<file path="config.mk">
export PLATFORM = sky130hd
export DESIGN_NAME = operator_precedence_expr_parser
export DESIGN_NICKNAME = d
export VERILOG_FILES = /design/src/hw/rtl/opp_pkg.sv /design/src/hw/rtl/opp_stack_ram.sv /design/src/hw/rtl/opp_ctrl.sv /design/src/hw/rtl/operator_precedence_expr_parser.sv
export SDC_FILE = /design/constraint.sdc
export NUM_CORES = 1
export LEC_CHECK = 0
export ABC_CLOCK_PERIOD_IN_PS = 8700
export BUFFER_PORTS_ARGS = -buffer_cell sky130_fd_sc_hd__buf_2
export CORE_MARGIN = 2
export CORE_UTILIZATION = 50
export CTS_CLUSTER_DIAMETER = 40
export DETAILED_ROUTE_END_ITERATION = 16
export GPL_TIMING_DRIVEN = 0
export HOLD_SLACK_MARGIN = 0.03
export PLACE_DENSITY_LB_ADDON = 0.05
export SLEW_MARGIN = 15
export SYNTH_ARGS = -nofsm -noshare
export SYNTH_HDL_FRONTEND = slang
export SYNTH_HIERARCHICAL = 1
export SYNTH_SLANG_ARGS = --single-unit
</file>
<file path="constraint.sdc">
create_clock -name i_clk -period 8.7 [get_ports i_clk]
set_input_delay 2.61 -clock i_clk [delete_from_list [all_inputs] [get_ports i_clk]]
set_output_delay 2.61 -clock i_clk [all_outputs]
set_load 0.01 [all_outputs]
</file>
<file path="src/hw/rtl/opp_pkg.sv">
// opp_pkg: shared types, symbol and result codes, and the precedence table
// of the operator-precedence expression parser. No dependencies.
`default_nettype none

package opp_pkg;

    localparam int unsigned OPP_STACK_DEPTH = 32;
    localparam int unsigned SYM_W           = 4;
    localparam int unsigned MAX_REDUCTIONS  = 4;

    typedef logic [SYM_W-1:0] t_sym;
    typedef logic [3:0]       t_rule;

    // stack symbols: terminals share the token class coding
    localparam t_sym SYM_NE   = 4'd9;
    localparam t_sym SYM_LPAR = 4'd10;
    localparam t_sym SYM_RPAR = 4'd11;
    localparam t_sym SYM_OPND = 4'd12;
    localparam t_sym SYM_END  = 4'd13;
    localparam t_sym SYM_E    = 4'd14;
    localparam t_sym SYM_MARK = 4'd15;

    localparam t_rule RULE_OPND   = 4'd0;
    localparam t_rule RULE_PARENS = 4'd1;
    localparam t_rule RULE_MUL    = 4'd2;

    typedef enum logic [1:0] {
        REL_V,
        REL_M,
        REL_R,
        REL_E
    } t_rel;

    typedef enum logic [2:0] {
        KIND_REDUCE   = 3'd0,
        KIND_SHIFT    = 3'd1,
        KIND_ACCEPT   = 3'd2,
        KIND_SYNTAX   = 3'd3,
        KIND_UNDEF    = 3'd4,
        KIND_OVERFLOW = 3'd5
    } t_kind;

    typedef struct packed {
        t_kind kind;
        t_rule rule;
        logic  last;
    } t_result;

    // row: top terminal, column: incoming token
    localparam t_rel PREC_TABLE [0:13][0:13] = '{
        '{REL_V, REL_V, REL_V, REL_V, REL_V, REL_V, REL_V,
          REL_V, REL_V, REL_V, REL_M, REL_V, REL_M, REL_V},
        '{REL_V, REL_V, REL_V, REL_V, REL_V, REL_V, REL_V,
          REL_V, REL_V, REL_V, REL_M, REL_V, REL_M, REL_V},
        '{REL_M, REL_M, REL_V, REL_V, REL_V, REL_V, REL_V,
          REL_V, REL_V, REL_V, REL_M, REL_V, REL_M, REL_V},
        '{REL_M, REL_M, REL_V, REL_V, REL_V, REL_V, REL_V,
          REL_V, REL_V, REL_V, REL_M, REL_V, REL_M, REL_V},
        '{REL_M, REL_M, REL_M, REL_M, REL_E, REL_E, REL_E,
          REL_E, REL_E, REL_E, REL_M, REL_V, REL_M, REL_V},
        '{REL_M, REL_M, REL_M, REL_M, REL_E, REL_E, REL_E,
          REL_E, REL_E, REL_E, REL_M, REL_V, REL_M, REL_V},
        '{REL_M, REL_M, REL_M, REL_M, REL_E, REL_E, REL_E,
          REL_E, REL_E, REL_E, REL_M, REL_V, REL_M, REL_V},
        '{REL_M, REL_M, REL_M, REL_M, REL_E, REL_E, REL_E,
          REL_E, REL_E, REL_E, REL_M, REL_V, REL_M, REL_V},
        '{REL_M, REL_M, REL_M, REL_M, REL_E, REL_E, REL_E,
          REL_E, REL_E, REL_E, REL_M, REL_V, REL_M, REL_V},
        '{REL_M, REL_M, REL_M, REL_M, REL_E, REL_E, REL_E,
          REL_E, REL_E, REL_E, REL_M, REL_V, REL_M, REL_V},
        '{REL_M, REL_M, REL_M, REL_M, REL_M, REL_M, REL_M,
          REL_M, REL_M, REL_M, REL_M, REL_R, REL_M, REL_E},
        '{REL_V, REL_V, REL_V, REL_V, REL_V, REL_V, REL_V,
          REL_V, REL_V, REL_V, REL_R, REL_V, REL_E, REL_V},
        '{REL_V, REL_V, REL_V, REL_V, REL_V, REL_V, REL_V,
          REL_V, REL_V, REL_V, REL_R, REL_V, REL_E, REL_V},
        '{REL_M, REL_M, REL_M, REL_M, REL_M, REL_M, REL_M,
          REL_M, REL_M, REL_M, REL_M, REL_E, REL_M, REL_E}
    };

    // classes above end of expression count as end
    function automatic t_sym clamp_sym(input t_sym s);
        return (s > SYM_END) ? SYM_END : s;
    endfunction

    function automatic t_rel prec_rel(input t_sym a, input t_sym b);
        t_sym ra;
        t_sym rb;
        ra = clamp_sym(a);
        rb = clamp_sym(b);
        return PREC_TABLE[ra][rb];
    endfunction

endpackage

`default_nettype wire

</file>
<file path="src/hw/rtl/opp_stack_ram.sv">
// opp_stack_ram: symbol stack memory, one write port and two read ports
// with registered read data. Depends on opp_pkg.
`default_nettype none

module opp_stack_ram
    import opp_pkg::*;
#(
    parameter int unsigned STACK_DEPTH = OPP_STACK_DEPTH
) (
    input  wire logic                           i_clk,
    input  wire logic                           i_we,
    input  wire logic [$clog2(STACK_DEPTH)-1:0] i_waddr,
    input  wire t_sym                           i_wdata,
    input  wire logic [$clog2(STACK_DEPTH)-1:0] i_raddr_a,
    input  wire logic [$clog2(STACK_DEPTH)-1:0] i_raddr_b,
    output      t_sym                           o_rdata_a,
    output      t_sym                           o_rdata_b
);

    t_sym r_mem [STACK_DEPTH];
    t_sym r_rdata_a;
    t_sym r_rdata_b;

    always_ff @(posedge i_clk) begin
        if (i_we) begin
            r_mem[i_waddr] <= i_wdata;
        end
        r_rdata_a <= r_mem[i_raddr_a];
        r_rdata_b <= r_mem[i_raddr_b];
    end

    assign o_rdata_a = r_rdata_a;
    assign o_rdata_b = r_rdata_b;

endmodule

`default_nettype wire

</file>
<file path="src/hw/rtl/opp_ctrl.sv">
// opp_ctrl: parse sequencer. Keeps the stack count and the top two stack
// entries, reads deeper entries from opp_stack_ram and writes back pushes
// and reductions. Depends on opp_pkg.
`default_nettype none

module opp_ctrl
    import opp_pkg::*;
#(
    parameter int unsigned STACK_DEPTH = OPP_STACK_DEPTH
) (
    input  wire logic                           i_clk,
    input  wire logic                           i_rst_n,
    input  wire logic                           i_valid,
    output      logic                           o_ready,
    input  wire logic [3:0]                     i_token_class,
    input  wire logic                           i_undefined_name,
    input  wire logic                           i_slot_free,
    output      logic                           o_res_valid,
    output      t_result                        o_res,
    output      logic                           o_we,
    output      logic [$clog2(STACK_DEPTH)-1:0] o_waddr,
    output      t_sym                           o_wdata,
    output      logic [$clog2(STACK_DEPTH)-1:0] o_raddr_a,
    output      logic [$clog2(STACK_DEPTH)-1:0] o_raddr_b,
    input  wire t_sym                           i_rdata_a,
    input  wire t_sym                           i_rdata_b
);

    localparam int unsigned AW = $clog2(STACK_DEPTH);
    localparam int unsigned CW = $clog2(STACK_DEPTH + 1);
    localparam logic [CW:0] DEPTH_W = (CW + 1)'(STACK_DEPTH);

    typedef enum logic [2:0] {
        S_IDLE,
        S_FETCH,
        S_EVAL,
        S_REFILL,
        S_PUSH
    } t_state;

    t_state          r_state,       n_state;
    logic [CW-1:0]   r_cnt,         n_cnt;
    t_sym            r_w0,          n_w0;
    t_sym            r_w1,          n_w1;
    t_sym            r_tok,         n_tok;
    logic            r_undef,       n_undef;
    logic [2:0]      r_k,           n_k;
    logic            r_from_refill, n_from_refill;
    logic [1:0]      r_push_left,   n_push_left;
    logic [AW-1:0]   r_push_addr,   n_push_addr;
    t_sym            r_push_q0,     n_push_q0;
    t_sym            r_push_q1,     n_push_q1;
    logic            r_za,          n_za;
    logic            r_zb,          n_zb;

    logic [CW-1:0] cnt_m1, cnt_m2, cnt_m3, cnt_m4, cnt_p1;
    t_sym          q3, q4, top_a;
    t_rel          rel;
    logic          top_is_e, ge2, ge4;
    logic          m_par, m_op, m_opnd, ovf;
    logic [CW:0]   need;

    assign cnt_m1 = r_cnt - CW'(1);
    assign cnt_m2 = r_cnt - CW'(2);
    assign cnt_m3 = r_cnt - CW'(3);
    assign cnt_m4 = r_cnt - CW'(4);
    assign cnt_p1 = r_cnt + CW'(1);

    // bottom entry is never written and always reads as end marker
    assign q3 = r_za ? SYM_END : i_rdata_a;
    assign q4 = r_zb ? SYM_END : i_rdata_b;

    assign top_is_e = (r_w0 == SYM_E);
    assign top_a    = top_is_e ? r_w1 : r_w0;
    assign rel      = prec_rel(top_a, r_tok);
    assign ge2      = (r_cnt >= CW'(2));
    assign ge4      = (r_cnt >= CW'(4));

    assign m_par  = ge4 && (q4 == SYM_MARK) && (q3 == SYM_LPAR)
                    && (r_w1 == SYM_E) && (r_w0 == SYM_RPAR);
    assign m_op   = ge4 && (q4 == SYM_MARK) && (q3 == SYM_E)
                    && (r_w0 == SYM_E) && (r_w1 <= SYM_NE);
    assign m_opnd = ge2 && (r_w1 == SYM_MARK) && (r_w0 == SYM_OPND);

    assign need = {1'b0, r_cnt} + ((rel == REL_M) ? (CW + 1)'(2) : (CW + 1)'(1));
    assign ovf  = (need > DEPTH_W);

    assign o_ready     = (r_state == S_IDLE);
    assign o_res_valid = (r_state == S_EVAL);
    assign o_raddr_a   = (r_state == S_REFILL) ? cnt_m2[AW-1:0] : cnt_m3[AW-1:0];
    assign o_raddr_b   = cnt_m4[AW-1:0];
    assign n_za        = (o_raddr_a == '0);
    assign n_zb        = (o_raddr_b == '0);

    always_comb begin
        n_state       = r_state;
        n_cnt         = r_cnt;
        n_w0          = r_w0;
        n_w1          = r_w1;
        n_tok         = r_tok;
        n_undef       = r_undef;
        n_k           = r_k;
        n_from_refill = r_from_refill;
        n_push_left   = r_push_left;
        n_push_addr   = r_push_addr;
        n_push_q0     = r_push_q0;
        n_push_q1     = r_push_q1;
        o_we          = 1'b0;
        o_waddr       = cnt_m2[AW-1:0];
        o_wdata       = SYM_E;
        o_res.kind    = KIND_SHIFT;
        o_res.rule    = RULE_OPND;
        o_res.last    = 1'b1;

        // result of the current evaluation step
        if (r_tok == SYM_OPND && r_undef) begin
            o_res.kind = KIND_UNDEF;
        end else begin
            case (rel)
                REL_V: begin
                    if (!(m_par || m_op || m_opnd) || r_k == 3'(MAX_REDUCTIONS)) begin
                        o_res.kind = KIND_SYNTAX;
                    end else begin
                        o_res.kind = KIND_REDUCE;
                        o_res.last = 1'b0;
                        if (m_par) begin
                            o_res.rule = RULE_PARENS;
                        end else if (m_op) begin
                            o_res.rule = r_w1 + RULE_MUL;
                        end else begin
                            o_res.rule = RULE_OPND;
                        end
                    end
                end
                REL_E: begin
                    o_res.kind = (top_a == SYM_END && r_tok == SYM_END)
                                 ? KIND_ACCEPT : KIND_SYNTAX;
                end
                default: begin
                    o_res.kind = ovf ? KIND_OVERFLOW : KIND_SHIFT;
                end
            endcase
        end

        case (r_state)
            S_IDLE: begin
                if (i_valid) begin
                    n_tok         = clamp_sym(i_token_class);
                    n_undef       = i_undefined_name;
                    n_k           = '0;
                    n_from_refill = 1'b0;
                    n_state       = S_FETCH;
                end
            end
            S_REFILL: begin
                n_from_refill = 1'b1;
                n_state       = S_FETCH;
            end
            S_FETCH: begin
                if (r_from_refill) begin
                    n_w1 = q3;
                end
                n_from_refill = 1'b0;
                n_state       = S_EVAL;
            end
            S_EVAL: begin
                if (i_slot_free) begin
                    if (o_res.kind == KIND_REDUCE) begin
                        o_we = 1'b1;
                        n_k  = r_k + 3'd1;
                        n_w0 = SYM_E;
                        if (o_res.rule == RULE_OPND) begin
                            o_waddr = cnt_m2[AW-1:0];
                            n_cnt   = cnt_m1;
                            n_w1    = q3;
                            n_state = S_FETCH;
                        end else begin
                            o_waddr = cnt_m4[AW-1:0];
                            n_cnt   = cnt_m3;
                            n_state = S_REFILL;
                        end
                    end else if (o_res.kind == KIND_SHIFT) begin
                        o_we = 1'b1;
                        n_w0 = r_tok;
                        if (rel == REL_M) begin
                            n_cnt   = r_cnt + CW'(2);
                            o_wdata = SYM_MARK;
                            n_state = S_PUSH;
                            if (top_is_e) begin
                                o_waddr     = cnt_m1[AW-1:0];
                                n_push_left = 2'd2;
                                n_push_addr = r_cnt[AW-1:0];
                                n_push_q0   = SYM_E;
                                n_push_q1   = r_tok;
                                n_w1        = SYM_E;
                            end else begin
                                o_waddr     = r_cnt[AW-1:0];
                                n_push_left = 2'd1;
                                n_push_addr = cnt_p1[AW-1:0];
                                n_push_q0   = r_tok;
                                n_w1        = SYM_MARK;
                            end
                        end else begin
                            o_waddr = r_cnt[AW-1:0];
                            o_wdata = r_tok;
                            n_cnt   = cnt_p1;
                            n_w1    = r_w0;
                            n_state = S_IDLE;
                        end
                    end else begin
                        // accept or error: back to the initial stack
                        n_cnt   = CW'(1);
                        n_w0    = SYM_END;
                        n_state = S_IDLE;
                    end
                end
            end
            S_PUSH: begin
                o_we        = 1'b1;
                o_waddr     = r_push_addr;
                o_wdata     = r_push_q0;
                n_push_addr = r_push_addr + AW'(1);
                n_push_q0   = r_push_q1;
                n_push_left = r_push_left - 2'd1;
                if (r_push_left == 2'd1) begin
                    n_state = S_IDLE;
                end
            end
            default: begin
                n_state = S_IDLE;
            end
        endcase
    end

    always_ff @(posedge i_clk) begin
        if (!i_rst_n) begin
            r_state       <= S_IDLE;
            r_cnt         <= CW'(1);
            r_w0          <= SYM_END;
            r_k           <= '0;
            r_from_refill <= 1'b0;
            r_push_left   <= '0;
        end else begin
            r_state       <= n_state;
            r_cnt         <= n_cnt;
            r_w0          <= n_w0;
            r_k           <= n_k;
            r_from_refill <= n_from_refill;
            r_push_left   <= n_push_left;
        end
        r_w1        <= n_w1;
        r_tok       <= n_tok;
        r_undef     <= n_undef;
        r_push_addr <= n_push_addr;
        r_push_q0   <= n_push_q0;
        r_push_q1   <= n_push_q1;
        r_za        <= n_za;
        r_zb        <= n_zb;
    end

endmodule

`default_nettype wire

</file>
<file path="src/hw/rtl/operator_precedence_expr_parser.sv">
// operator_precedence_expr_parser: top level, sequencer, stack memory and
// result output register. Depends on opp_pkg, opp_ctrl, opp_stack_ram.
//
// Shift-reduce operator-precedence parser. One token is taken at a time;
// it yields up to four reduction transactions followed by one final
// transaction (shifted, accepted or an error) marked by o_last. The
// symbol stack lives in a single-write, dual-read memory with registered
// read data, and the top two entries are kept in registers. An accepted
// token passes through the fetch and evaluate states to its first result;
// a shift that pushes a handle marker adds memory writes in the push state.
// Each operand reduction returns through fetch, and each parenthesis or
// operator reduction through refill and fetch, for the memory reads.
// Output stalls hold the sequencer in evaluate. No clearing pass is
// needed after reset: the bottom of the stack is supplied by logic.
`default_nettype none

module operator_precedence_expr_parser
    import opp_pkg::*;
#(
    parameter int unsigned STACK_DEPTH = OPP_STACK_DEPTH
) (
    input  wire logic       i_clk,
    input  wire logic       i_rst_n,
    input  wire logic       i_valid,
    output      logic       o_ready,
    input  wire logic [3:0] i_token_class,
    input  wire logic       i_undefined_name,
    output      logic       o_valid,
    input  wire logic       i_ready,
    output      logic [2:0] o_kind,
    output      logic [3:0] o_rule,
    output      logic       o_last
);

    localparam int unsigned AW = $clog2(STACK_DEPTH);

    logic          slot_free;
    logic          res_valid;
    t_result       res;
    logic          we;
    logic [AW-1:0] waddr;
    t_sym          wdata;
    logic [AW-1:0] raddr_a;
    logic [AW-1:0] raddr_b;
    t_sym          rdata_a;
    t_sym          rdata_b;

    logic          r_out_valid;
    t_result       r_out;

    assign slot_free = !r_out_valid || i_ready;

    opp_ctrl #(
        .STACK_DEPTH (STACK_DEPTH)
    ) u_ctrl (
        .i_clk            (i_clk),
        .i_rst_n          (i_rst_n),
        .i_valid          (i_valid),
        .o_ready          (o_ready),
        .i_token_class    (i_token_class),
        .i_undefined_name (i_undefined_name),
        .i_slot_free      (slot_free),
        .o_res_valid      (res_valid),
        .o_res            (res),
        .o_we             (we),
        .o_waddr          (waddr),
        .o_wdata          (wdata),
        .o_raddr_a        (raddr_a),
        .o_raddr_b        (raddr_b),
        .i_rdata_a        (rdata_a),
        .i_rdata_b        (rdata_b)
    );

    opp_stack_ram #(
        .STACK_DEPTH (STACK_DEPTH)
    ) u_ram (
        .i_clk     (i_clk),
        .i_we      (we),
        .i_waddr   (waddr),
        .i_wdata   (wdata),
        .i_raddr_a (raddr_a),
        .i_raddr_b (raddr_b),
        .o_rdata_a (rdata_a),
        .o_rdata_b (rdata_b)
    );

    always_ff @(posedge i_clk) begin
        if (!i_rst_n) begin
            r_out_valid <= 1'b0;
        end else if (res_valid && slot_free) begin
            r_out_valid <= 1'b1;
        end else if (i_ready) begin
            r_out_valid <= 1'b0;
        end
        if (res_valid && slot_free) begin
            r_out <= res;
        end
    end

    assign o_valid = r_out_valid;
    assign o_kind  = r_out.kind;
    assign o_rule  = r_out.rule;
    assign o_last  = r_out.last;

endmodule

`default_nettype wire

</file>
==> summary.md, run 1 <==
| Metric | Value |
|---|---|
| Final Skew | `approximately 14 ps` |
| Fin worst setup slack | `between 1000 and 1500 ps` |
| Avg Inst Size Synth | `13.2 µm²` |
| Ys flop type | `edfxtp_1` |
| Die height | `147 µm` |
| Post-synth cell types | `between 70 and 80` |
| Layout cell share with drive strength beyond 1 | `0.213` |
| Syn Nets | `808` |
| Initial core utilization | `0.507` |
| Setup tns final | `0 ps` |
| Syn Std Cell Area | `a little over 10000 µm²` |
| Cell area after layout | `between 10000 and 15000 µm²` |
| Achievable Freq | `130 MHz` |
| Final wirelength | `approximately 27 mm` |
| Std cell rows | `between 50 and 60` |
| Total track usage | `0.260` |
| Worst-path clk slew | `80 ps` |
| Type of origin of the critical path | `flip-flop` |
| Die Area | `around 22000 µm²` |
| RSZ-0062 raised after global routing | `false` |
| Delay of the slowest cell on the worst path | `880 ps` |
| Fin crit share | `0.881` |
| Worst R2R End | `u_ram/r_mem[10][0]` |
| Slew HR | `0.322` |
| Cell taking the most area after synthesis | `edfxtp_1` |
| R2R depth | `24` |
| Measured slew at the worst slew-check pin | `1010 ps` |
| Busiest layer in global routing | `met2` |
| Worst slack, placed | `1220 ps` |
| Sequential power share | `0.464` |
| Fraction of registers with async set/reset | `0` |
| Min-delay src | `u_ctrl/r_tok[1]` |
| Family with the most delay on the worst path | `compound AO/OA/AOI/OAI gates` |
| Final ANT Viol Nets | `0` |
| Crit Path Class | `reg -> reg` |
| Top cells by count, synth | `edfxtp_1 (158), nor2_1 (85), mux4_2 (80), nand2_1 (60), o21ai_0 (38)` |
| Nets | `848` |
| Initial antenna violation count | `0` |
| Post-CTS Setup Inserts | `0` |
| Setup-failing EPs final | `0` |
| Overall Power | `2.21 mW` |
| Worst VDD drop | `0.148 mV` |
| Synth top area cells | `edfxtp_1 (47%), mux4_2 (18%), dfxtp_1 (5.9%), nor2_1 (3.1%), ha_1 (2.8%)` |
| Clock share of power | `0.344` |
| Yosys warning total | `6` |
| Reg2reg start | `u_ctrl/r_tok[1]` |
| Outcome | `finished, final reports clean` |
| Cell count after synthesis | `around 780` |
| Met2 usage | `0.448` |
| CP max FO | `10` |
| Final hold slack | `about 480 ps` |
| Pre-antenna DRT Iters | `6` |
| Data required, critical path | `8790 ps` |
| Area Overhead vs Synth | `10.8%` |
| Share of the synthesized area in the top cell type | `0.466` |
| Top-count cell post-synth | `edfxtp_1` |
| Clock Tree Buf Depth | `2` |
| Clk root buf | `clkbuf_16` |
| DPL Wire Length | `19.9 mm` |
| First-pass GRT wire length | `41.6 mm` |
| Die Wd | `147 µm` |
| Total number of vias | `6967` |
| CTS Buf Count | `17` |
| CP Cell Sequence | `clkbuf_1 > inv_1 > o21bai_1 > nor3_1 > a211oi_1 > a311oi_1 > nand2_1 > o31ai_1 > a22oi_1 > ha_1 > inv_1 > ha_1 > inv_1 > fa_1 > nand4b_1 > o22ai_1 > or4_1 > nand4b_1 > buf_2 > buf_1 > a211oi_1 > o31ai_2 > or3b_2 > nor2_1` |
| Hold path cells | `0` |
| Post-CTS sizing | `0` |
| CP endpoint kind | `flip-flop` |
| GR Util met1 | `0.330` |
| Sw power | `649 µW` |
| 1st-iter DRT viols | `~670` |
| Clk_lat worst skew | `440 ps` |
| Leakage | `3.80 nW` |
| IO Port Bufs | `18` |
| M3 GR Usage | `0.0472` |
| CTS tree | `done` |
| Arr. time, crit path | `around 7800 ps` |
| Seq cells post-synth | `188` |
| Buf/Inv on CP | `6` |
| Hold endpoint | `u_ctrl/r_push_q1[1]` |
| P per Cell Area | `196 nW/µm²` |
| GPL Wtd Cong | `0.913` |
| EDFF count, synth | `158` |
| Critical Path Start | `u_ctrl/r_tok[1]` |
| Worst path slowest cell | `o31ai_2` |
| Sequential-to-total area share from yosys stat | `0.524` |
| WP depth | `24` |
| GRT overflow | `0` |
| Io pins | `19` |
| Worst reg2reg setup slack | `1030 ps` |
| Logic pwr share | `0.191` |
| Avg WL per Cell | `around 25 µm` |
| Fin. max-slew vios | `0` |
| Most used cell, CP | `inv_1` |
| Cell Int Power | `1.56 mW` |
| Ant diodes | `0` |
| Switch share | `0.294` |
| Core area | `20100 µm²` |
| Tmin final | `approximately 7700 ps` |
| Vias in the first global route | `7046` |
| Max H-tree Level | `4` |
| Worst min path class | `reg -> reg` |
| Vias per cell | `6.35` |
| Count of hold-fix buffers inserted at cts | `0` |
| Largest net degree at the start of global routing | `33` |
| Cell area after placement | `~11000 µm²` |
| Number of remaining DRC errors | `0` |
| Max Cap Violations | `0` |
| Clock sink total | `approximately 190` |
| Final Hold Vio Count | `0` |
==> cell usage in the layout (no fill, tap or decap), types with 22 or more instances in the layout <==
master	count
dfxtp_1	30
mux4_2	80
ha_1	23
edfxtp_1	158
nand2_1	60
o21ai_0	34
nor2_1	85
inv_1	22
a21oi_1	32
==> power by group through the flow <==
| stage | Combinational [mW] | Clock, mW | Sequential, mW |
|---|---|---|---|
| final | 0.422 | 0.760 | 1.03 |
| after global routing | 0.451 | 0.814 | 1.03 |
| after detailed placement | 0.415 | 0 | 1.05 |
| after floorplan | 0.293 | 0 | 1.04 |
| after CTS | 0.417 | 0.775 | 1.02 |
| after global placement | 0.401 | 0 | 1.05 |
==> per-layer routing <==
metal | wire [µm] | vias up
li1 | - | 3084
met1 | 10800 | 3516
met2 | 13900 | 311
met3 | 1520 | 56
met4 | 930 | 0
met5 | 0 | -
==> flip-flops by register name, indices dropped and copies added, names as in the netlist, 2 cells and up <==
register / count
u_ctrl/r_push_q1: 4
u_ram/o_rdata_b: 4
u_ram/r_mem: 128
u_ctrl/r_push_addr: 5
u_ram/o_rdata_a: 4
u_ctrl/r_w1: 4
o_rule: 4
u_ctrl/r_push_left: 2
u_ctrl/r_state: 3
u_ctrl/r_w0: 4
u_ctrl/r_k: 3
u_ctrl/r_cnt: 6
u_ctrl/r_push_q0: 4
u_ctrl/r_tok: 4
o_kind: 3
==> kinds of logic (layout without fill, tap and decap cells) <==
kind of cell / count (synthesis) / after routing / share of synthesized area
flops: 188 / 188 / 0.524
simple gates: 245 / 245 / 0.119
compound gates: 136 / 136 / 0.0862
mux: 91 / 91 / 0.189
buf+inv: 71 / 123 / 0.0338
fa+ha+maj: 24 / 24 / 0.0302
xor+xnor: 20 / 20 / 0.0172
==> through the flow <==
stage,std cells,util
2_1_floorplan,775,-
3_3_place_gp,1063,0.528
3_5_place_dp,1066,0.533
4_1_cts,1097,0.562
5_1_grt,1097,0.562
6_report,1097,0.562
==> worst max path at each step <==
stage	endpoint	slack (ps)
after floorplan	u_ram/r_mem[11][0]	2800
after global placement	u_ram/r_mem[2][0]	820
after detailed placement	u_ram/r_mem[10][1]	1220
after CTS	u_ram/r_mem[10][3]	1170
after global routing	u_ram/r_mem[3][0]	700
final	u_ram/r_mem[10][0]	1030
==> final cells by class <==
class                      instances  area, µm²
sequential                       188       5350
fill                            1663       8810
buffer                            49        262
clock buffer                      17        425
clock inverter                    14        150
multi-input combinational        516       4550
tap                              270        338
timing repair buffer              21        145
inverter                          22       82.6
No activity file was read; power rests on OpenSTA's default activity.
==> run 2: changes to the inputs <==
--- a/config.mk
+++ b/config.mk
@@ -5,8 +5,8 @@
 export SDC_FILE = /design/constraint.sdc
 export NUM_CORES = 1
 export LEC_CHECK = 0
-export ABC_CLOCK_PERIOD_IN_PS = 8700
-export BUFFER_PORTS_ARGS = -buffer_cell sky130_fd_sc_hd__buf_2
+export ABC_CLOCK_PERIOD_IN_PS = 9200
+export BUFFER_PORTS_ARGS = -buffer_cell sky130_fd_sc_hd__clkbuf_2
 export CORE_MARGIN = 2
 export CORE_UTILIZATION = 50
 export CTS_CLUSTER_DIAMETER = 40
==> constraint.sdc (replaced) <==
create_clock -name i_clk -period 9.2 [get_ports i_clk]
set_input_delay 2.76 -clock i_clk [delete_from_list [all_inputs] [get_ports i_clk]]
set_output_delay 2.76 -clock i_clk [all_outputs]
set_load 0.01 [all_outputs]
==> summary.md, run 2 (synthesis results as in run 1) <==
| Metric | Value |
|---|---|
| Die Area | `21500 µm²` |
| Std cell rows | `52` |
| Worst slack, placed | `1790 ps` |
| Final Hold Vio Count | `0` |
| Overall Power | `2.09 mW` |
| Vias per cell | `6.40` |
| Most flops, register | `u_ram/r_mem` |
| 1st-iter DRT viols | `about 700` |
| Type of origin of the critical path | `flip-flop` |
| Max H-tree Level | `4` |
| Crit Path Class | `reg -> reg` |
| DPL Wire Length | `19.9 mm` |
| Clk_lat worst skew | `430 ps` |
| Die Wd | `147 µm` |
| Max reg flops | `between 100 and 150` |
| Data required, critical path | `~9300 ps` |
| Setup-failing EPs final | `0` |
| Initial core utilization | `0.507` |
| Clk root buf | `clkbuf_16` |
| Largest net degree at the start of global routing | `33` |
| RSZ-0062 raised after global routing | `false` |
| Slew HR | `0.343` |
| Arr. time, crit path | `7670 ps` |
| Commonest non-fill, non-tap cell in the layout | `edfxtp_1` |
| Fin. max-slew vios | `0` |
| GRT overflow | `0` |
| Total number of vias | `~7000` |
| Total track usage | `0.259` |
| Vias in the first global route | `a little under 7000` |
| GPL Wtd Cong | `0.938` |
| Avg WL per Cell | `24.9 µm` |
| Final ANT Viol Nets | `0` |
| Achievable Freq | `132 MHz` |
| Fill count | `1621` |
| Worst min path class | `reg -> reg` |
| Hold path cells | `2` |
| CTS Buf Count | `17` |
| CP endpoint kind | `flip-flop` |
| Layout cell share with drive strength beyond 1 | `0.214` |
| IO Port Bufs | `18` |
| Nets | `850` |
| Pre-antenna DRT Iters | `5` |
| Fin worst setup slack | `1610 ps` |
| Tmin final | `7590 ps` |
| Initial antenna violation count | `0` |
| Io pins | `19` |
| Measured slew at the worst slew-check pin | `974 ps` |
| Core area | `20100 µm²` |
| Worst-path clk slew | `70 ps` |
| Clock sink total | `between 150 and 200` |
| Leakage | `approximately 3.8 nW` |
| R2R depth | `25` |
| Outcome | `finished, final reports clean` |
| Clock Tree Buf Depth | `2` |
| Biggest regs | `u_ram/r_mem x128, u_ctrl/r_cnt x6, u_ctrl/r_push_addr x5` |
| Fin cells | `1100` |
| Area Overhead vs Synth | `11.2%` |
| Fin crit share | `0.825` |
| Placed Instances | `1068` |
| Setup tns final | `0 ps` |
| Ant diodes | `0` |
| Commonest non-fill, non-tap cells in the layout | `edfxtp_1 (158), nor2_1 (85), mux4_2 (80), nand2_1 (60), o21ai_0 (34)` |
| Post-CTS sizing | `0` |
| Final Skew | `roughly 14 ps` |
| Final wirelength | `27.4 mm` |
| Number of remaining DRC errors | `0` |
| CP max FO | `10` |
| Max Cap Violations | `0` |
| First-pass GRT wire length | `41.5 mm` |
| Worst VDD drop | `0.115 mV` |
| P per Cell Area | `185 nW/µm²` |
| Count of hold-fix buffers inserted at cts | `0` |
| Die height | `between 100 and 150 µm` |
| CTS tree | `done` |
| Post-CTS Setup Inserts | `0` |
-- run 2: cell count changes in the layout (fill, tap and decap cells not counted), moves of 2 or more --
| cell | delta |
|---|---|
| inv_8 | +2 |
| buf_12 | +2 |
| inv_6 | -2 |
| clkbuf_2 | +18 |
| buf_2 | -18 |
-- run 2: where the power goes --
part | total [mW] | switching, mW | internal (mW)
clock | 0.721 | 0.359 | 0.362
sequential | 0.969 | 0.0160 | 0.953
combinational | 0.403 | 0.240 | 0.163
total | 2.09 | 0.614 | 1.48
-- run 2: stage by stage --
stage               hold WS (ps)  cell area (µm²)   util
floorplan                    424            10200      -
global placement             478            10600  0.528
detailed placement           484            10800  0.535
CTS                          494            11300  0.564
global route                 524            11300  0.564
finish                       491            11300  0.564
-- run 2: final cells by class --
| type | count | area, µm² | share of cell area |
|---|---|---|---|
| Sequential cell | 188 | 5350 | 0.472 |
| Buffer | 49 | 262 | 0.0231 |
| Inverter | 22 | 82.6 | 0.00729 |
| Clock buffer | 17 | 425 | 0.0375 |
| Timing Repair Buffer | 23 | 178 | 0.0157 |
| Clock inverter | 15 | 151 | 0.0134 |
| Multi-Input combinational cell | 516 | 4550 | 0.402 |
| Tap cell | 270 | 338 | 0.0298 |
-- run 2: path summary, 6_finish.rpt --
path | startpoint | to | slack, ps
hold reg to reg | u_ctrl/r_k[1] | u_ctrl/r_k[1] | 490
setup reg to reg | u_ctrl/r_tok[1] | u_ram/r_mem[26][2] | 1610
setup / recovery | u_ctrl/r_tok[1] | u_ram/r_mem[26][2] | 1610
hold / removal | u_ctrl/r_k[1] | u_ctrl/r_k[1] | 490
-- run 2: critical path, stage by stage (launching register included) --
cell,delay [ps]
edfxtp_1,380
clkbuf_1,400
inv_1,260
o21bai_1,430
nand2_1,120
a311oi_1,420
nand2_1,90
o31ai_1,110
a22oi_1,160
ha_1,340
inv_1,270
ha_1,240
inv_1,60
fa_1,500
nand4bb_1,120
o22ai_1,100
or4_1,530
nand4b_1,180
buf_2,250
buf_1,430
o21ai_0,170
a21oi_1,150
nand2_1,80
o311ai_0,210
nand3b_1,640
nor2_1,580
-- run 2: routing by layer --
| metal | share of wire | vias to the layer above | global-route usage | wire, µm |
|---|---|---|---|---|
| met3 | 0.054 | 82 | 0.0413 | 1480 |
| met5 | 0 | - | 0 | 0 |
| met2 | 0.49 | 316 | 0.426 | 13500 |
| met4 | 0.053 | 0 | 0.140 | 1440 |
| li1 | - | 3085 | - | - |
| met1 | 0.40 | 3553 | 0.334 | 11000 |
==> run 3: changes to the inputs <==
--- a/config.mk
+++ b/config.mk
@@ -5,7 +5,7 @@
 export SDC_FILE = /design/constraint.sdc
 export NUM_CORES = 1
 export LEC_CHECK = 0
-export ABC_CLOCK_PERIOD_IN_PS = 9200
+export ABC_CLOCK_PERIOD_IN_PS = 6200
 export BUFFER_PORTS_ARGS = -buffer_cell sky130_fd_sc_hd__clkbuf_2
 export CORE_MARGIN = 2
 export CORE_UTILIZATION = 50
==> constraint.sdc (replaced) <==
create_clock -name i_clk -period 6.2 [get_ports i_clk]
set_input_delay 1.86 -clock i_clk [delete_from_list [all_inputs] [get_ports i_clk]]
set_output_delay 1.86 -clock i_clk [all_outputs]
set_load 0.01 [all_outputs]
==> summary.md, run 3 (synthesis results as in run 1) <==
| Metric | Value |
|---|---|
| Worst R2R End | `u_ram/r_mem[14][3]` |
| Commonest non-fill, non-tap cells in the layout | `edfxtp_1 (158), mux4_2 (80), nand2_1 (60), nor2_1 (54), o21ai_0 (34)` |
| Layout cell share with drive strength beyond 1 | `0.281` |
| Setup-failing EPs final | `0` |
| Worst min path class | `reg -> reg` |
| Setup crit end | `u_ram/r_mem[14][3]` |
| RSZ-0062 raised after global routing | `true` |
| Clk root buf | `clkbuf_16` |
| Max Cap Violations | `0` |
| Ant diodes | `0` |
| Critical Path Start | `u_ctrl/r_w0[0]` |
| Max H-tree Level | `4` |
| Final ANT Viol Nets | `0` |
| Pre-antenna DRT Iters | `5` |
| Vias in the first global route | `7008` |
| Die Area | `21500 µm²` |
| Number of remaining DRC errors | `0` |
| Initial antenna violation count | `0` |
| Fin. max-slew vios | `0` |
| Final hold slack | `a little under 500 ps` |
| Crit Path Class | `reg -> reg` |
| Type of origin of the critical path | `flip-flop` |
| Outcome | `finished, final reports clean` |
| Total track usage | `0.260` |
| IO Port Bufs | `18` |
| Most flops, register | `u_ram/r_mem` |
| Count of hold-fix buffers inserted at cts | `0` |
| Reg2reg start | `u_ctrl/r_w0[0]` |
| Tmin final | `around 6000 ps` |
| Leakage | `3.91 nW` |
| Worst slack, placed | `-1210 ps` |
| Slew HR | `0.341` |
| Max reg flops | `128` |
| Nets | `between 800 and 900` |
| Std cell rows | `52` |
| Commonest non-fill, non-tap cell in the layout | `edfxtp_1` |
| Avg WL per Cell | `24.8 µm` |
| Largest net degree at the start of global routing | `33` |
| Io pins | `19` |
| CTS tree | `done` |
| Clk_lat worst skew | `between 400 and 500 ps` |
| Clock sink total | `between 150 and 200` |
| GPL Wtd Cong | `0.938` |
| Area Overhead vs Synth | `14.7%` |
| Total number of vias | `approximately 7100` |
| Worst-path clk slew | `about 70 ps` |
| Vias per cell | `6.36` |
| R2R depth | `25` |
| Final wirelength | `27.6 mm` |
| Biggest regs | `u_ram/r_mem x128, u_ctrl/r_cnt x6, u_ctrl/r_push_addr x5` |
| Worst reg2reg setup slack | `140 ps` |
| Die Wd | `147 µm` |
| Fin worst setup slack | `135 ps` |
| First-pass GRT wire length | `41.6 mm` |
| Measured slew at the worst slew-check pin | `978 ps` |
| Final Skew | `13.9 ps` |
| Fin crit share | `0.978` |
| Achievable Freq | `between 150 and 200 MHz` |
| Initial core utilization | `0.507` |
| Clock Tree Buf Depth | `2` |
| Final Hold Vio Count | `0` |
| DPL Wire Length | `roughly 20 mm` |
| Worst VDD drop | `0.170 mV` |
| P per Cell Area | `~270 nW/µm²` |
| CP max FO | `9` |
| Die height | `147 µm` |
| Core area | `20100 µm²` |
| Arr. time, crit path | `6170 ps` |
| GRT overflow | `0` |
| CP endpoint kind | `flip-flop` |
| 1st-iter DRT viols | `738` |
| Data required, critical path | `roughly 6300 ps` |
| CTS Buf Count | `17` |
[run 3: worst min-delay path by stage]
stage,startpoint,depth (start not counted),to,slack [ps]
2_1_floorplan,u_ctrl/r_tok[1],0,u_ctrl/r_push_q1[1],420
3_3_place_gp,u_ctrl/r_k[1],2,u_ctrl/r_k[1],480
3_5_place_dp,u_ctrl/r_k[1],2,u_ctrl/r_k[1],480
4_1_cts,u_ctrl/r_k[1],2,u_ctrl/r_k[1],490
5_1_grt,u_ctrl/r_k[1],2,u_ctrl/r_k[1],520
6_report,u_ctrl/r_k[1],2,u_ctrl/r_k[1],490
[run 3: per-stage QoR]
step | cells | TNS, ps | area (µm²) | util | total power [mW]
global placement | 1063 | -327460 | 10600 | 0.528 | 2.03
detailed placement | 1068 | -144320 | 10800 | 0.535 | 2.06
global route | 1111 | -3320 | 11700 | 0.581 | 3.27
CTS | 1104 | -1070 | 11500 | 0.572 | 3.13
floorplan | 775 | 0 | 10200 | - | 1.87
finish | 1111 | 0 | 11700 | 0.581 | 3.15
[run 3: layout make-up]
class,count,area [µm²]
Sequential cell,188,5350
Tap cell,270,338
Clock inverter,15,151
Clock buffer,17,425
Inverter,22,85.1
Multi-Input combinational cell,516,4800
Buffer,47,272
Timing Repair Buffer,36,275
Fill cell,1596,8420
[run 3: worst max-delay path, cell delays in order (launching register included)]
cell and delay [ps]:
dfxtp_1 310, buf_6 130, nand2b_1 200, o31a_1 380, nor3_1 190, a211oi_1 70
a311oi_1 360, nand2_1 90, o31ai_1 110, a22oi_1 190, ha_2 280, inv_4 110
ha_1 190, inv_1 60, fa_1 490, nand4bb_1 120, o22ai_1 100, or4_1 540
nand4b_1 200, buf_4 150, nor2b_1 30, o21a_1 170, a2111oi_2 370, a211o_2 330
nand3b_1 230, nor2_1 330
[run 3: what timing repair did]
item / 4_1_cts / 5_1_grt
setup buffers: 6 / 7
resized for setup: 45 / 32
endpoints found under the setup margin: 132 / 128
pin swaps: 6 / 11
[run 3: metal layers]
metal | track usage | share of wire | vias up
met3 | 0.0429 | 0.065 | 88
met4 | 0.150 | 0.056 | 0
met1 | 0.334 | 0.39 | 3514
met5 | 0 | 0 | -
met2 | 0.421 | 0.49 | 344
li1 | - | - | 3115
[run 3: where the power goes]
part	switching (mW)	internal, mW	leakage [nW]
registers	0.0240	1.41	1.70
logic	0.379	0.269	1.93
clock network	0.530	0.537	0.277
